--- config.mk ---
export PLATFORM = sky130hd
export DESIGN_NAME = vigenere_custom_alphabet_cipher_unit_flat
export DESIGN_NICKNAME = d
export VERILOG_FILES = /design/src/hw/rtl/vcac_pkg.sv /design/src/hw/rtl/vcac_if.sv /design/src/hw/rtl/vcac_rev_lut.sv /design/src/hw/rtl/vigenere_custom_alphabet_cipher_unit.sv /design/src/flat_wrapper.sv
export SDC_FILE = /design/constraint.sdc
export NUM_CORES = 2
export LEC_CHECK = 0
export BUFFER_PORTS_ARGS = -buffer_cell sky130_fd_sc_hd__buf_2
export CAP_MARGIN = 20
export CORE_UTILIZATION = 40
export DETAILED_ROUTE_END_ITERATION = 16
export PLACE_DENSITY_LB_ADDON = 0.25
export SLEW_MARGIN = 25
export SYNTH_ARGS = -nofsm -noshare
export SYNTH_HDL_FRONTEND = slang
export SYNTH_SLANG_ARGS = --single-unit
--- constraint.sdc ---
create_clock -name clk -period 10.1 [get_ports clk]
set_input_delay 1.515 -clock clk [delete_from_list [all_inputs] [get_ports clk]]
set_output_delay 1.515 -clock clk [all_outputs]
set_load 0.01 [all_outputs]
--- src/hw/rtl/vcac_pkg.sv ---
// Shared types and constants for the custom-alphabet Vigenere cipher unit.
// Opcodes, register indexes, character constants and the lookup-table structs.
// No dependencies.
package vcac_pkg;

	// Input word opcodes
	localparam logic [1:0] OP_ALPHA = 2'd0;
	localparam logic [1:0] OP_KEY   = 2'd1;
	localparam logic [1:0] OP_DATA  = 2'd2;

	// Configuration register indexes
	localparam logic [1:0] REG_ALPHA_SIZE   = 2'd0;
	localparam logic [1:0] REG_KEY_LENGTH   = 2'd1;
	localparam logic [1:0] REG_DECRYPT_MODE = 2'd2;

	// Configuration reset values
	localparam logic [6:0] ALPHA_SIZE_RST = 7'd26;
	localparam logic [6:0] KEY_LENGTH_RST = 7'd1;

	// Character constants
	localparam logic [7:0] CH_LOWER_A   = 8'd97;
	localparam logic [7:0] CH_LOWER_END = 8'd123;
	localparam logic [7:0] CASE_OFFSET  = 8'd32;
	localparam logic [7:0] CH_ASTERISK  = 8'd42;

	// Write into the reverse table: character -> alphabet position
	typedef struct packed {
		logic       we;
		logic [7:0] ch;
		logic [5:0] pos;
	} rev_wr_t;

	// Registered read from the reverse table
	typedef struct packed {
		logic       present;
		logic [5:0] pos;
	} rev_rd_t;

	// One result word
	typedef struct packed {
		logic [7:0] char_out;
		logic       unknown_symbol;
	} out_word_t;

	// Uppercase a..z, pass everything else
	function automatic logic [7:0] to_upper(input logic [7:0] c);
		logic is_lower;
		is_lower = (c >= CH_LOWER_A) && (c < CH_LOWER_END);
		to_upper = is_lower ? (c - CASE_OFFSET) : c;
	endfunction

endpackage

--- src/hw/rtl/vcac_if.sv ---
// Valid/ready channel interfaces for the cipher unit: input words and result words.
// Depends on nothing; field widths follow the cipher word format.
interface vcac_in_if;
	logic       valid;
	logic       ready;
	logic [1:0] opcode;
	logic [5:0] slot;
	logic [7:0] char_in;
	logic       start_of_message;

	modport source(output valid, opcode, slot, char_in, start_of_message, input ready);
	modport sink(input valid, opcode, slot, char_in, start_of_message, output ready);
endinterface

interface vcac_out_if;
	logic       valid;
	logic       ready;
	logic [7:0] char_out;
	logic       unknown_symbol;

	modport source(output valid, char_out, unknown_symbol, input ready);
	modport sink(input valid, char_out, unknown_symbol, output ready);
endinterface

--- src/hw/rtl/vcac_rev_lut.sv ---
// Reverse lookup table: character code -> alphabet position, 256 entries.
// One write port and two registered read ports; per-entry present bits cleared by reset.
// Depends on vcac_pkg.
module vcac_rev_lut import vcac_pkg::*; (
	input  logic       clk,
	input  logic       arst_n,
	input  logic       en,
	input  rev_wr_t    wr,
	input  logic [7:0] rd_addr_a,
	input  logic [7:0] rd_addr_b,
	output rev_rd_t    rd_a,
	output rev_rd_t    rd_b
);

	logic [5:0]   pos_mem [256];
	logic [255:0] present_q;
	logic [5:0]   pos_a_q;
	logic [5:0]   pos_b_q;
	logic         present_a_q;
	logic         present_b_q;

	// Position storage: write then registered reads, old data on a same-edge hit
	always_ff @(posedge clk) begin
		if (en) begin
			if (wr.we) begin
				pos_mem[wr.ch] <= wr.pos;
			end
			pos_a_q <= pos_mem[rd_addr_a];
			pos_b_q <= pos_mem[rd_addr_b];
		end
	end

	// Present bits: an entry never loaded reads as absent
	always_ff @(posedge clk or negedge arst_n) begin
		if (!arst_n) begin
			present_q   <= '0;
			present_a_q <= 1'b0;
			present_b_q <= 1'b0;
		end else if (en) begin
			if (wr.we) begin
				present_q[wr.ch] <= 1'b1;
			end
			present_a_q <= present_q[rd_addr_a];
			present_b_q <= present_q[rd_addr_b];
		end
	end

	assign rd_a = '{present: present_a_q, pos: pos_a_q};
	assign rd_b = '{present: present_b_q, pos: pos_b_q};

endmodule

--- src/hw/rtl/vigenere_custom_alphabet_cipher_unit.sv ---
// Top level of the Vigenere cipher over a loadable alphabet.
// Depends on vcac_pkg, vcac_if (vcac_in_if, vcac_out_if) and vcac_rev_lut.
//
// Usage:
//   data_in carries one word per handshake: opcode 0 loads alphabet entry
//   'slot' with char_in, opcode 1 loads key character 'slot', opcode 2
//   enciphers (decrypt_mode 0) or deciphers (decrypt_mode 1) char_in.
//   Loads and opcode 3 give no result; each data word gives one word on
//   data_out: the output character, or '*' with unknown_symbol set when the
//   data or key character is not in the alphabet.
//   start_of_message on a data word restarts the key at position zero.
//   The cfg port (cfg_we, cfg_idx, cfg_data) writes alpha_size, key_length and
//   decrypt_mode; write only while no word is in flight.
// Timing:
//   Three-stage pipeline (key read, reverse lookup, modular add and alphabet
//   read) feeding a two-entry output buffer whose first entry is the result
//   register. One word is accepted every cycle while the second buffer entry
//   is empty and data_in.ready is high.
//   When data_out stalls, the second buffer entry catches the word in flight
//   and data_in.ready drops until that entry drains.
// Reset:
//   arst_n clears the pipeline, the output buffer, the key position, the
//   reverse table present bits and loads the register defaults (alpha_size 26,
//   key_length 1, encrypt). No clearing pass; words are taken right away.
module vigenere_custom_alphabet_cipher_unit import vcac_pkg::*; #(
	parameter int ALPHA_MAX = 64,
	parameter int KEY_MAX   = 64
) (
	input  logic              clk,
	input  logic              arst_n,
	input  logic              cfg_we,
	input  logic [1:0]        cfg_idx,
	input  logic [6:0]        cfg_data,
	vcac_in_if.sink           data_in,
	vcac_out_if.source        data_out
);

	localparam int AAW  = $clog2(ALPHA_MAX);
	localparam int KAW  = (KEY_MAX > 1) ? $clog2(KEY_MAX) : 1;
	localparam int ALIM = (ALPHA_MAX < 127) ? ALPHA_MAX : 127;
	localparam int KLIM = (KEY_MAX < 64) ? KEY_MAX : 64;

	// Configuration
	logic [6:0] alpha_size_q;
	logic [6:0] key_length_q;
	logic       decrypt_mode_q;
	logic [6:0] n_eff;
	logic [6:0] klen_raw;
	logic [6:0] klen;

	// Front end
	logic       en;
	logic       acc;
	logic       key_slot_ok;
	logic       alpha_slot_ok;
	logic [5:0] kpos_q;
	logic [5:0] kp;
	logic [6:0] kp_inc;
	logic [5:0] kpos_next;
	logic [7:0] key_mem [KEY_MAX];

	// Pipeline
	logic       wa_s1, dat_s1;
	logic [5:0] slot_s1;
	logic [7:0] ch_s1;
	logic [7:0] key_s1;
	logic       wa_s2, dat_s2;
	logic [5:0] slot_s2;
	logic [7:0] ch_s2;
	rev_wr_t    rev_wr;
	rev_rd_t    rd_d_s2;
	rev_rd_t    rd_k_s2;
	logic [7:0] pd, pk, nx;
	logic [7:0] sum, enc_pos, dec_pos, res_pos;
	logic       bad_c;
	logic [7:0] alpha_mem [ALPHA_MAX];
	logic       dat_s3;
	logic       bad_s3;
	logic [7:0] alpha_s3;

	// Output buffer
	out_word_t  res_word;
	out_word_t  od_q, sd_q;
	logic       ov_q, sv_q;
	logic       push, pop;

	// Register writes
	always_ff @(posedge clk or negedge arst_n) begin
		if (!arst_n) begin
			alpha_size_q   <= ALPHA_SIZE_RST;
			key_length_q   <= KEY_LENGTH_RST;
			decrypt_mode_q <= 1'b0;
		end else if (cfg_we) begin
			unique case (cfg_idx)
				REG_ALPHA_SIZE:   alpha_size_q   <= cfg_data;
				REG_KEY_LENGTH:   key_length_q   <= cfg_data;
				REG_DECRYPT_MODE: decrypt_mode_q <= cfg_data[0];
				default: ;
			endcase
		end
	end

	// Clamp sizes to what the stores hold
	always_comb begin
		n_eff    = (alpha_size_q > 7'(ALIM)) ? 7'(ALIM) : alpha_size_q;
		klen_raw = (key_length_q > 7'(KLIM)) ? 7'(KLIM) : key_length_q;
		klen     = (klen_raw == 7'd0) ? 7'd1 : klen_raw;
	end

	assign en            = !sv_q;
	assign data_in.ready = en;
	assign acc           = data_in.valid && en;
	assign key_slot_ok   = 9'(data_in.slot) < 9'(KEY_MAX);
	assign alpha_slot_ok = 9'(data_in.slot) < 9'(ALPHA_MAX);

	// Key position: restart on message start or when out of range, then advance
	always_comb begin
		kp        = (data_in.start_of_message || ({1'b0, kpos_q} >= klen)) ? 6'd0 : kpos_q;
		kp_inc    = {1'b0, kp} + 7'd1;
		kpos_next = (kp_inc >= klen) ? 6'd0 : kp_inc[5:0];
	end

	always_ff @(posedge clk or negedge arst_n) begin
		if (!arst_n) begin
			kpos_q <= 6'd0;
		end else if (acc && data_in.opcode == OP_DATA) begin
			kpos_q <= kpos_next;
		end
	end

	// Key store: load and read at acceptance
	always_ff @(posedge clk) begin
		if (en) begin
			if (data_in.valid && data_in.opcode == OP_KEY && key_slot_ok) begin
				key_mem[KAW'(data_in.slot)] <= data_in.char_in;
			end
			key_s1 <= key_mem[KAW'(kp)];
		end
	end

	// Stage 1, 2 and 3 controls
	always_ff @(posedge clk or negedge arst_n) begin
		if (!arst_n) begin
			wa_s1  <= 1'b0;
			dat_s1 <= 1'b0;
			wa_s2  <= 1'b0;
			dat_s2 <= 1'b0;
			dat_s3 <= 1'b0;
		end else if (en) begin
			wa_s1  <= acc && data_in.opcode == OP_ALPHA && alpha_slot_ok;
			dat_s1 <= acc && data_in.opcode == OP_DATA;
			wa_s2  <= wa_s1;
			dat_s2 <= dat_s1;
			dat_s3 <= dat_s2;
		end
	end

	// Stage payloads
	always_ff @(posedge clk) begin
		if (en) begin
			slot_s1 <= data_in.slot;
			ch_s1   <= data_in.char_in;
			slot_s2 <= slot_s1;
			ch_s2   <= ch_s1;
		end
	end

	// Reverse lookup of data and key characters; alphabet loads write here
	assign rev_wr = '{we: wa_s1, ch: ch_s1, pos: slot_s1};

	vcac_rev_lut u_rev_lut (
		.clk       (clk),
		.arst_n    (arst_n),
		.en        (en),
		.wr        (rev_wr),
		.rd_addr_a (to_upper(ch_s1)),
		.rd_addr_b (to_upper(key_s1)),
		.rd_a      (rd_d_s2),
		.rd_b      (rd_k_s2)
	);

	// Modular add or subtract of the two positions
	always_comb begin
		pd      = {2'b00, rd_d_s2.pos};
		pk      = {2'b00, rd_k_s2.pos};
		nx      = {1'b0, n_eff};
		bad_c   = !rd_d_s2.present || !rd_k_s2.present || (pd >= nx) || (pk >= nx);
		sum     = pd + pk;
		enc_pos = (sum >= nx) ? (sum - nx) : sum;
		dec_pos = (pd >= pk) ? (pd - pk) : (pd + nx - pk);
		res_pos = decrypt_mode_q ? dec_pos : enc_pos;
	end

	// Alphabet store: load and read in stage 2
	always_ff @(posedge clk) begin
		if (en) begin
			if (wa_s2) begin
				alpha_mem[AAW'(slot_s2)] <= ch_s2;
			end
			alpha_s3 <= alpha_mem[AAW'(res_pos)];
			bad_s3   <= bad_c;
		end
	end

	// Result word
	assign res_word = '{char_out: bad_s3 ? CH_ASTERISK : alpha_s3, unknown_symbol: bad_s3};
	assign push     = en && dat_s3;
	assign pop      = ov_q && data_out.ready;

	// Output register plus skid entry
	always_ff @(posedge clk or negedge arst_n) begin
		if (!arst_n) begin
			ov_q <= 1'b0;
			sv_q <= 1'b0;
		end else if (pop) begin
			if (sv_q) begin
				sv_q <= 1'b0;
			end else if (!push) begin
				ov_q <= 1'b0;
			end
		end else if (push) begin
			if (!ov_q) begin
				ov_q <= 1'b1;
			end else begin
				sv_q <= 1'b1;
			end
		end
	end

	always_ff @(posedge clk) begin
		if (pop) begin
			if (sv_q) begin
				od_q <= sd_q;
			end else if (push) begin
				od_q <= res_word;
			end
		end else if (push) begin
			if (!ov_q) begin
				od_q <= res_word;
			end else begin
				sd_q <= res_word;
			end
		end
	end

	assign data_out.valid          = ov_q;
	assign data_out.char_out       = od_q.char_out;
	assign data_out.unknown_symbol = od_q.unknown_symbol;

	// Skid entry is only ever filled behind a full output register
	a_skid_behind_out: assert property (@(posedge clk) disable iff (!arst_n)
		sv_q |-> ov_q)
		else $error("skid entry holds a word while output register is empty");

	// Skid entry fills only from a stalled output
	a_skid_fill_on_stall: assert property (@(posedge clk) disable iff (!arst_n)
		$rose(sv_q) |-> $past(ov_q && !data_out.ready))
		else $error("skid entry filled without an output stall");

	// Failed lookups always show an asterisk
	a_unknown_asterisk: assert property (@(posedge clk) disable iff (!arst_n)
		(ov_q && od_q.unknown_symbol) |-> (od_q.char_out == CH_ASTERISK))
		else $error("unknown symbol flagged without asterisk");

	// Key position stays inside the key store range
	a_kpos_range: assert property (@(posedge clk) disable iff (!arst_n)
		{1'b0, kpos_q} < 7'(KLIM))
		else $error("key position beyond key store");

endmodule

--- src/flat_wrapper.sv ---
// flat-port wrapper written by rule: the top's interface ports become plain ports
module vigenere_custom_alphabet_cipher_unit_flat import vcac_pkg::*;
#(
	parameter int ALPHA_MAX = 64,
	parameter int KEY_MAX   = 64
)
  (clk, arst_n, cfg_we, cfg_idx, cfg_data, data_in_valid, data_in_opcode, data_in_slot, data_in_char_in, data_in_start_of_message, data_in_ready, data_out_valid, data_out_char_out, data_out_unknown_symbol, data_out_ready);
  vcac_in_if data_in_i ();
  vcac_out_if data_out_i ();
  input  logic clk;
  input  logic arst_n;
  input  logic cfg_we;
  input  logic [1:0] cfg_idx;
  input  logic [6:0] cfg_data;
  input wire logic [$bits(data_in_i.valid)-1:0] data_in_valid;
  input wire logic [$bits(data_in_i.opcode)-1:0] data_in_opcode;
  input wire logic [$bits(data_in_i.slot)-1:0] data_in_slot;
  input wire logic [$bits(data_in_i.char_in)-1:0] data_in_char_in;
  input wire logic [$bits(data_in_i.start_of_message)-1:0] data_in_start_of_message;
  output wire logic [$bits(data_in_i.ready)-1:0] data_in_ready;
  output wire logic [$bits(data_out_i.valid)-1:0] data_out_valid;
  output wire logic [$bits(data_out_i.char_out)-1:0] data_out_char_out;
  output wire logic [$bits(data_out_i.unknown_symbol)-1:0] data_out_unknown_symbol;
  input wire logic [$bits(data_out_i.ready)-1:0] data_out_ready;
  assign data_in_i.valid = data_in_valid;
  assign data_in_i.opcode = data_in_opcode;
  assign data_in_i.slot = data_in_slot;
  assign data_in_i.char_in = data_in_char_in;
  assign data_in_i.start_of_message = data_in_start_of_message;
  assign data_in_ready = data_in_i.ready;
  assign data_out_valid = data_out_i.valid;
  assign data_out_char_out = data_out_i.char_out;
  assign data_out_unknown_symbol = data_out_i.unknown_symbol;
  assign data_out_i.ready = data_out_ready;
  vigenere_custom_alphabet_cipher_unit #(.ALPHA_MAX(ALPHA_MAX), .KEY_MAX(KEY_MAX)) u_core (.clk(clk), .arst_n(arst_n), .cfg_we(cfg_we), .cfg_idx(cfg_idx), .cfg_data(cfg_data), .data_in(data_in_i), .data_out(data_out_i));
endmodule
Yosys cells after proc, flatten, opt, wreduce, memory -nomap -nowiden
Memory sizes are Yosys's and may differ from the RTL's. A register that Yosys moved wholly into a read port is not among the register bits.
Index checks and enable logic that the tools add are counted.

storage, ports and cells
  register bits after elaboration = 333
  bits in writable memories = 2560
  output and inout bits = 11
  memories = 3

operators by class
  add/sub/neg operators = 8
  magnitude comparators = 16
  eq/ne operators = 7
  multiplexer cells = 38
  bitwise gates (word level) = 3
  reductions and logical operators = 34

memories
  memory                    words  bits a word  read ports  clocked after memory_dff  write ports  line                                        text
  u_core.u_rev_lut.pos_mem  256    6            2           2                         1            vcac_rev_lut.sv:15                          logic [5:0] pos_mem [256];
  u_core.alpha_mem          64     8            1           1                         1            vigenere_custom_alphabet_cipher_unit.sv:76  logic [7:0] alpha_mem [ALPHA_MAX];
  u_core.key_mem            64     8            1           1                         1            vigenere_custom_alphabet_cipher_unit.sv:60  logic [7:0] key_mem [KEY_MAX];

operators with widths
  kind                                                                                  count
  256-bit bitwise OR                                                                    1
  9-bit two-way mux                                                                     5
  6-bit two-way mux                                                                     5
  8-bit by 9-bit less-than comparator with 1-bit output (second input constant)         3
  8-bit two-way mux                                                                     3
  6-bit by 7-bit greater-or-equal comparator with 1-bit output                          3
  7-bit two-way mux                                                                     3
  1-bit two-way mux                                                                     19
  6-bit subtractor                                                                      3
  1-bit binary-select mux with 8-bit select                                             2
  8-bit by 7-bit greater-or-equal comparator with 1-bit output (second input constant)  2
  8-bit by 7-bit less-than comparator with 1-bit output (second input constant)         2
  8-bit by 6-bit subtractor with 8-bit output (second input constant)                   2
  7-bit greater-or-equal comparator                                                     2
  7-bit greater-than comparator (second input constant)                                 2
  2-bit AND reduction                                                                   5
  1-bit logical AND                                                                     9
  3-bit AND reduction                                                                   3
  1-bit demux with 8-bit select                                                         1
  8-bit by 1-bit greater-or-equal comparator with 1-bit output (second input constant)  1
  6-bit by 1-bit adder with 7-bit output (second input constant)                        1
  6-bit by 6-bit adder with 7-bit output                                                1
  1-bit logical NOT                                                                     7
  7-bit logical NOT                                                                     1
  other kinds (9)                                                                       20

Longest topological paths before layout
  depth after elaboration = 10
  depth in mapped cells = 23
  gate-level depth less buffers = 22

By module
A second synthesis with hierarchy kept.

unflattened totals
  cells, all modules = 7860
  area total of the unflattened synthesis = 129828.3 um^2

by module, submodules not included
  module                                times used  cells an instance  area an instance (um^2)  sequential area each (um^2)
  vcac_rev_lut                          1           4546               83413.8                  52940.8
  vigenere_custom_alphabet_cipher_unit  1           3314               46414.5                  33347.0

Worst setup path before layout
No wires, ideal clock.

  path kind = reg2reg
  start point = register u_core.kpos_q[0]
  end point = register u_core.kpos_q[2]
  library setup time = 117 ps
  arrival time = 4398 ps
  slack = 5585 ps
  cell stages (with the launch flop) = 24
  path through = dfrtp_1 -> clkinv_1 -> clkbuf_1 -> clkbuf_1 -> ha_1 -> nand2b_1 -> a21o_1 -> a21o_1 -> a21o_1 -> a31oi_1 -> nand2_1 -> inv_2 -> buf_1 -> ha_1 -> nand3_1 -> xor2_1 -> nor2_1 -> ha_1 -> o21ai_0 -> nand2b_1 -> a21oi_1 -> o21ai_0 -> nand2b_1 -> nand2_1

between the ends
  longest elaborated chain between the ends = 6

ends and longest elaborated chain
  item                                                          line                                         text
  start: declaration                                            vigenere_custom_alphabet_cipher_unit.sv:56   logic [5:0] kpos_q;
  start signal: assignment                                      vigenere_custom_alphabet_cipher_unit.sv:127  kpos_q <= kpos_next;
  6-bit by 7-bit greater-or-equal comparator with 1-bit output  vigenere_custom_alphabet_cipher_unit.sv:118  kp = (data_in.start_of_message || ({1'b0, kpos_q} >= klen)) ? 6'd0 : kpos_q;
  1-bit logical OR                                              vigenere_custom_alphabet_cipher_unit.sv:118
  6-bit two-way mux (*)                                         vigenere_custom_alphabet_cipher_unit.sv:118
  6-bit by 1-bit adder with 7-bit output (*)                    vigenere_custom_alphabet_cipher_unit.sv:119  kp_inc = {1'b0, kp} + 7'd1;
  7-bit greater-or-equal comparator                             vigenere_custom_alphabet_cipher_unit.sv:120  kpos_next = (kp_inc >= klen) ? 6'd0 : kp_inc[5:0];
  6-bit two-way mux (*)                                         vigenere_custom_alphabet_cipher_unit.sv:120

Every way passes the cells marked *; elsewhere a longest branch is shown, timed or not.
A chain may end at the register's enable or synchronous reset.

Worst setup path after layout
Ends and elaborated chain as after synthesis.

==> flow_summary.json <==
{
  "synth-xor-area-share_pct": 0.09450,
  "power_switching_uw": 17810,
  "setup_slack_ns": 3.633,
  "cts_tree": "built",
  "cts_resized": 0,
  "vias_per_cell": 6.087,
  "grt_pass1_vias": 71600,
  "synthTopCellsByArea": "edfxtp_1 (61%), mux4_2 (21%), dfrtp_1 (5.4%)",
  "power_density_nw_per_um2": 321.6,
  "finalHoldViolCount": 0,
  "routabilityCongestion": 0.8486,
  "slowest_stage": "dfrtp_4",
  "end_kind": "flip-flop",
  "fin_skew_ns": 0.06134,
  "drive_gt1_share_pct": 29.59,
  "critPathKind": "reg -> reg",
  "synthSimpleGateAreaFrac_pct": 4.774,
  "rsz0062_at_grt": "false",
  "regArea_sq_um": 86300,
  "yosysSeqAreaShare_pct": 66.50,
  "cp_max_fo": 62,
  "cts.sinks": 2921,
  "die_area_sq_um": 326700,
  "dr.first_iter.drc_count": 8033,
  "clockPowerShare_pct": 24.4,
  "arrival_ns": 7.24,
  "synth_cells": 7028,
  "root_buffer": "clkbuf_16",
  "setup_tns_ns": 0,
  "yosysWarnings": 0,
  "synth_flop_cell": "edfxtp_1",
  "synth_edf_count": 2635,
  "core_area_sq_um": 321900,
  "vias": 70560,
  "critPathTopFamily": "buffers and inverters",
  "synth.distinct_cells": 83,
  "cp.required_ns": 10.87,
  "overflow": 0,
  "post_cts_buffers": 0,
  "nFillCells": 27360,
  "io_pins": 42,
  "ys_ff_latch": 2921,
  "io_buffers": 41,
  "multi_input_area_sq_um": 41400,
  "routedWlPerCell_microns": 31.14,
  "grt_max_degree": 239,
  "cp_num_buf_inv": 4,
  "synth-compound-area-share_pct": 4.024,
  "slew_headroom_pct": 23.83,
  "fin_crit_ns": 6.467,
  "syn-num-nets": 7120,
  "grt_usage_pct": 22.02,
  "hp-class": "reg -> reg",
  "antenna_found_initial": 13,
  "grt_pass1_wl_microns": 521700,
  "critPathMaxStageDelay_ns": 0.89,
  "drc": 0,
  "start_util_pct": 40.30,
  "htree_num_levels": 5,
  "clk_path_buf_depth": 4,
  "muxShareOfSynthArea_pct": 22.27,
  "wirelength_microns": 361000,
  "synth_top_family_by_area": "multiplexers",
  "cts.clk_slew.worst_paths_ns": 0.06,
  "pwr-share-seq_pct": 31.6,
  "maxCapViolCount": 0,
  "yosysTopAreaCell": "edfxtp_1",
  "clkLatencyLatePin_ns": 0.91,
  "nets": 7130,
  "place_ws_ns": 3.713,
  "dieWidth_microns": 571.5,
  "synth.avg_cell_area_sq_um": 18.46,
  "outcome": "complete, no violations",
  "ir_worst_vdd_mv": 1.440,
  "max_freq_mhz": 154.6,
  "setup_viol": 0,
  "rows": 208,
  "finalMaxSlewViolations": 0,
  "first_pass_iters": 7,
  "synth_fa_ha_area_share_pct": 0.6345,
  "yosys.area.top_type_share_pct": 60.98,
  "die_y_microns": 571.5,
  "tightest_slew_ns": 1.138,
  "power_leakage_uw": 0.04711,
  "syn_area_sq_um": 129800,
  "hpwlAfterDp_microns": 219200,
  "path_cells": "clkinv_1, ha_1, nand2b_1, a21o_1, a21o_1, a21o_1, a31oi_2, buf_4, nand2_1, buf_4, inv_2, ha_1, nand3_1, xor2_1, nor2_1, ha_1, o21ai_0, nand2b_1, a21oi_1, o21ai_0, nand2b_1, nand2_1",
  "cts_made_buffers": 317,
  "min_period_over_period_pct": 64.03,
  "finalCoreUtilization_pct": 44.99,
  "cp-start-kind": "flip-flop",
  "ys_async_sr_fraction_pct": 9.791,
  "switching_share_pct": 38.23,
  "drt.antenna.violating_nets": 0,
  "area.growth.synth_to_final_pct": 11.63,
  "cts-hold-fix-buffers": 0,
  "p_int_uw": 28770,
  "power_frac_comb_pct": 44.0
}
-- path summary, 6_finish.rpt --
path,from,endpoint,slack [ns],cells past startpoint
worst min-delay path,u_core.u_rev_lut.present_q[158]$_DFFE_PN0P_,u_core.u_rev_lut.present_q[158]$_DFFE_PN0P_,0.49,1
max in group asynchronous,arst_n,u_core.u_rev_lut.present_q[115]$_DFFE_PN0P_,7.17,3
worst max-delay path,u_core.kpos_q[0]$_DFFE_PN0P_,u_core.kpos_q[2]$_DFFE_PN0P_,3.63,22
worst min register to register,u_core.u_rev_lut.present_q[158]$_DFFE_PN0P_,u_core.u_rev_lut.present_q[158]$_DFFE_PN0P_,0.49,1
worst max register to register,u_core.kpos_q[0]$_DFFE_PN0P_,u_core.kpos_q[2]$_DFFE_PN0P_,3.63,22
min in group asynchronous,arst_n,u_core.u_rev_lut.present_q[180]$_DFFE_PN0P_,0.64,1
-- registers in the layout, indices dropped and copies added (netlist names), 7 cells and up --
register / flops
u_core.ch_s2: 8
u_core.alpha_mem: 512
u_core.u_rev_lut.present_q: 256
u_core.ch_s1: 8
u_core.key_s1: 8
u_core.u_rev_lut.pos_mem: 1536
u_core.key_mem: 512
u_core.alpha_s3: 8
u_core.alpha_size_q: 7
u_core.key_length_q: 7
u_core.data_out.char_out: 8
u_core.sd_q: 9
-- final cells by class --
type	count	area share, %
Antenna cell	6	0.01037
Inverter	43	0.1132
Clock buffer	426	6.051
Tap cell	4305	3.719
Sequential cell	2921	59.58
Clock inverter	137	0.8742
Timing Repair Buffer	178	1.069
Multi-Input combinational cell	3577	28.58
-- synthesized netlist by cell type, drive strengths merged, types with 17 or more instances --
| library cell | count |
|---|---|
| a211oi | 62 |
| a21oi | 231 |
| a221o | 33 |
| a22o | 17 |
| a22oi | 56 |
| a32o | 48 |
| a32oi | 17 |
| buf | 195 |
| clkbuf | 292 |
| dfrtp | 282 |
| edfxtp | 2635 |
| ha | 53 |
| inv | 40 |
| mux2 | 51 |
| mux2i | 169 |
| mux4 | 1182 |
| nand2 | 354 |
| nand3 | 78 |
| nor2 | 517 |
| nor2b | 28 |
| o211ai | 21 |
| o21ai | 107 |
| o221ai | 40 |
| o22ai | 26 |
| o2bb2ai | 23 |
| or2 | 261 |
-- cells by family after synthesis --
group           Yosys count
flops                  2921
xor+xnor                 14
mux                    1402
compound gates          757
simple gates           1343
fa+ha+maj                61
buf+inv                 530
-- per-stage QoR --
step	hold WS (ns)	power (uW)	area, sq um	std cells
floorplan	0.4206	28530	129800	7028
global placement	0.4624	35130	134700	11020
detailed placement	0.4699	35390	134700	11020
CTS	0.4839	46730	144800	11590
global route	0.4960	48450	144800	11590
finish	0.4866	46580	144800	11590
-- placed cells by master, fill, tap and decap left out, types with 14 or more instances in the layout --
cell type,instances
a221o_1,33
dfrtp_1,280
mux2_2,48
o221ai_1,40
a32oi_1,17
nor3_1,14
o21ai_0,103
nor2_1,510
clkbuf_1,78
clkbuf_16,327
nand2_1,339
nand3_1,73
a22oi_1,56
clkbuf_8,21
nor2b_1,28
o22ai_1,26
clkinv_2,46
o2bb2ai_1,23
a22o_1,17
a21oi_1,229
buf_4,109
edfxtp_1,2635
clkinv_1,57
bufinv_16,24
a32o_1,48
or2_2,260
mux4_2,1182
a211oi_1,61
buf_2,40
inv_1,38
ha_1,53
mux2i_1,168
buf_12,21
o211ai_1,21
-- power groups by stage --
stage	Combinational, uW	Sequential (uW)	Clock [uW]
after floorplan	13300	15300	0
after global placement	20200	14900	0
after detailed placement	20400	15000	0
after CTS	20500	14700	11500
after global routing	21700	14700	12000
final	20500	14700	11400
-- routing by layer --
layer	track usage, %	part of all wire (%)
met5	0	0.0075
met4	6.916	3.1
met3	3.491	7.5
met2	35.09	48
met1	31.13	41
Power figures use the tool's default switching activity.
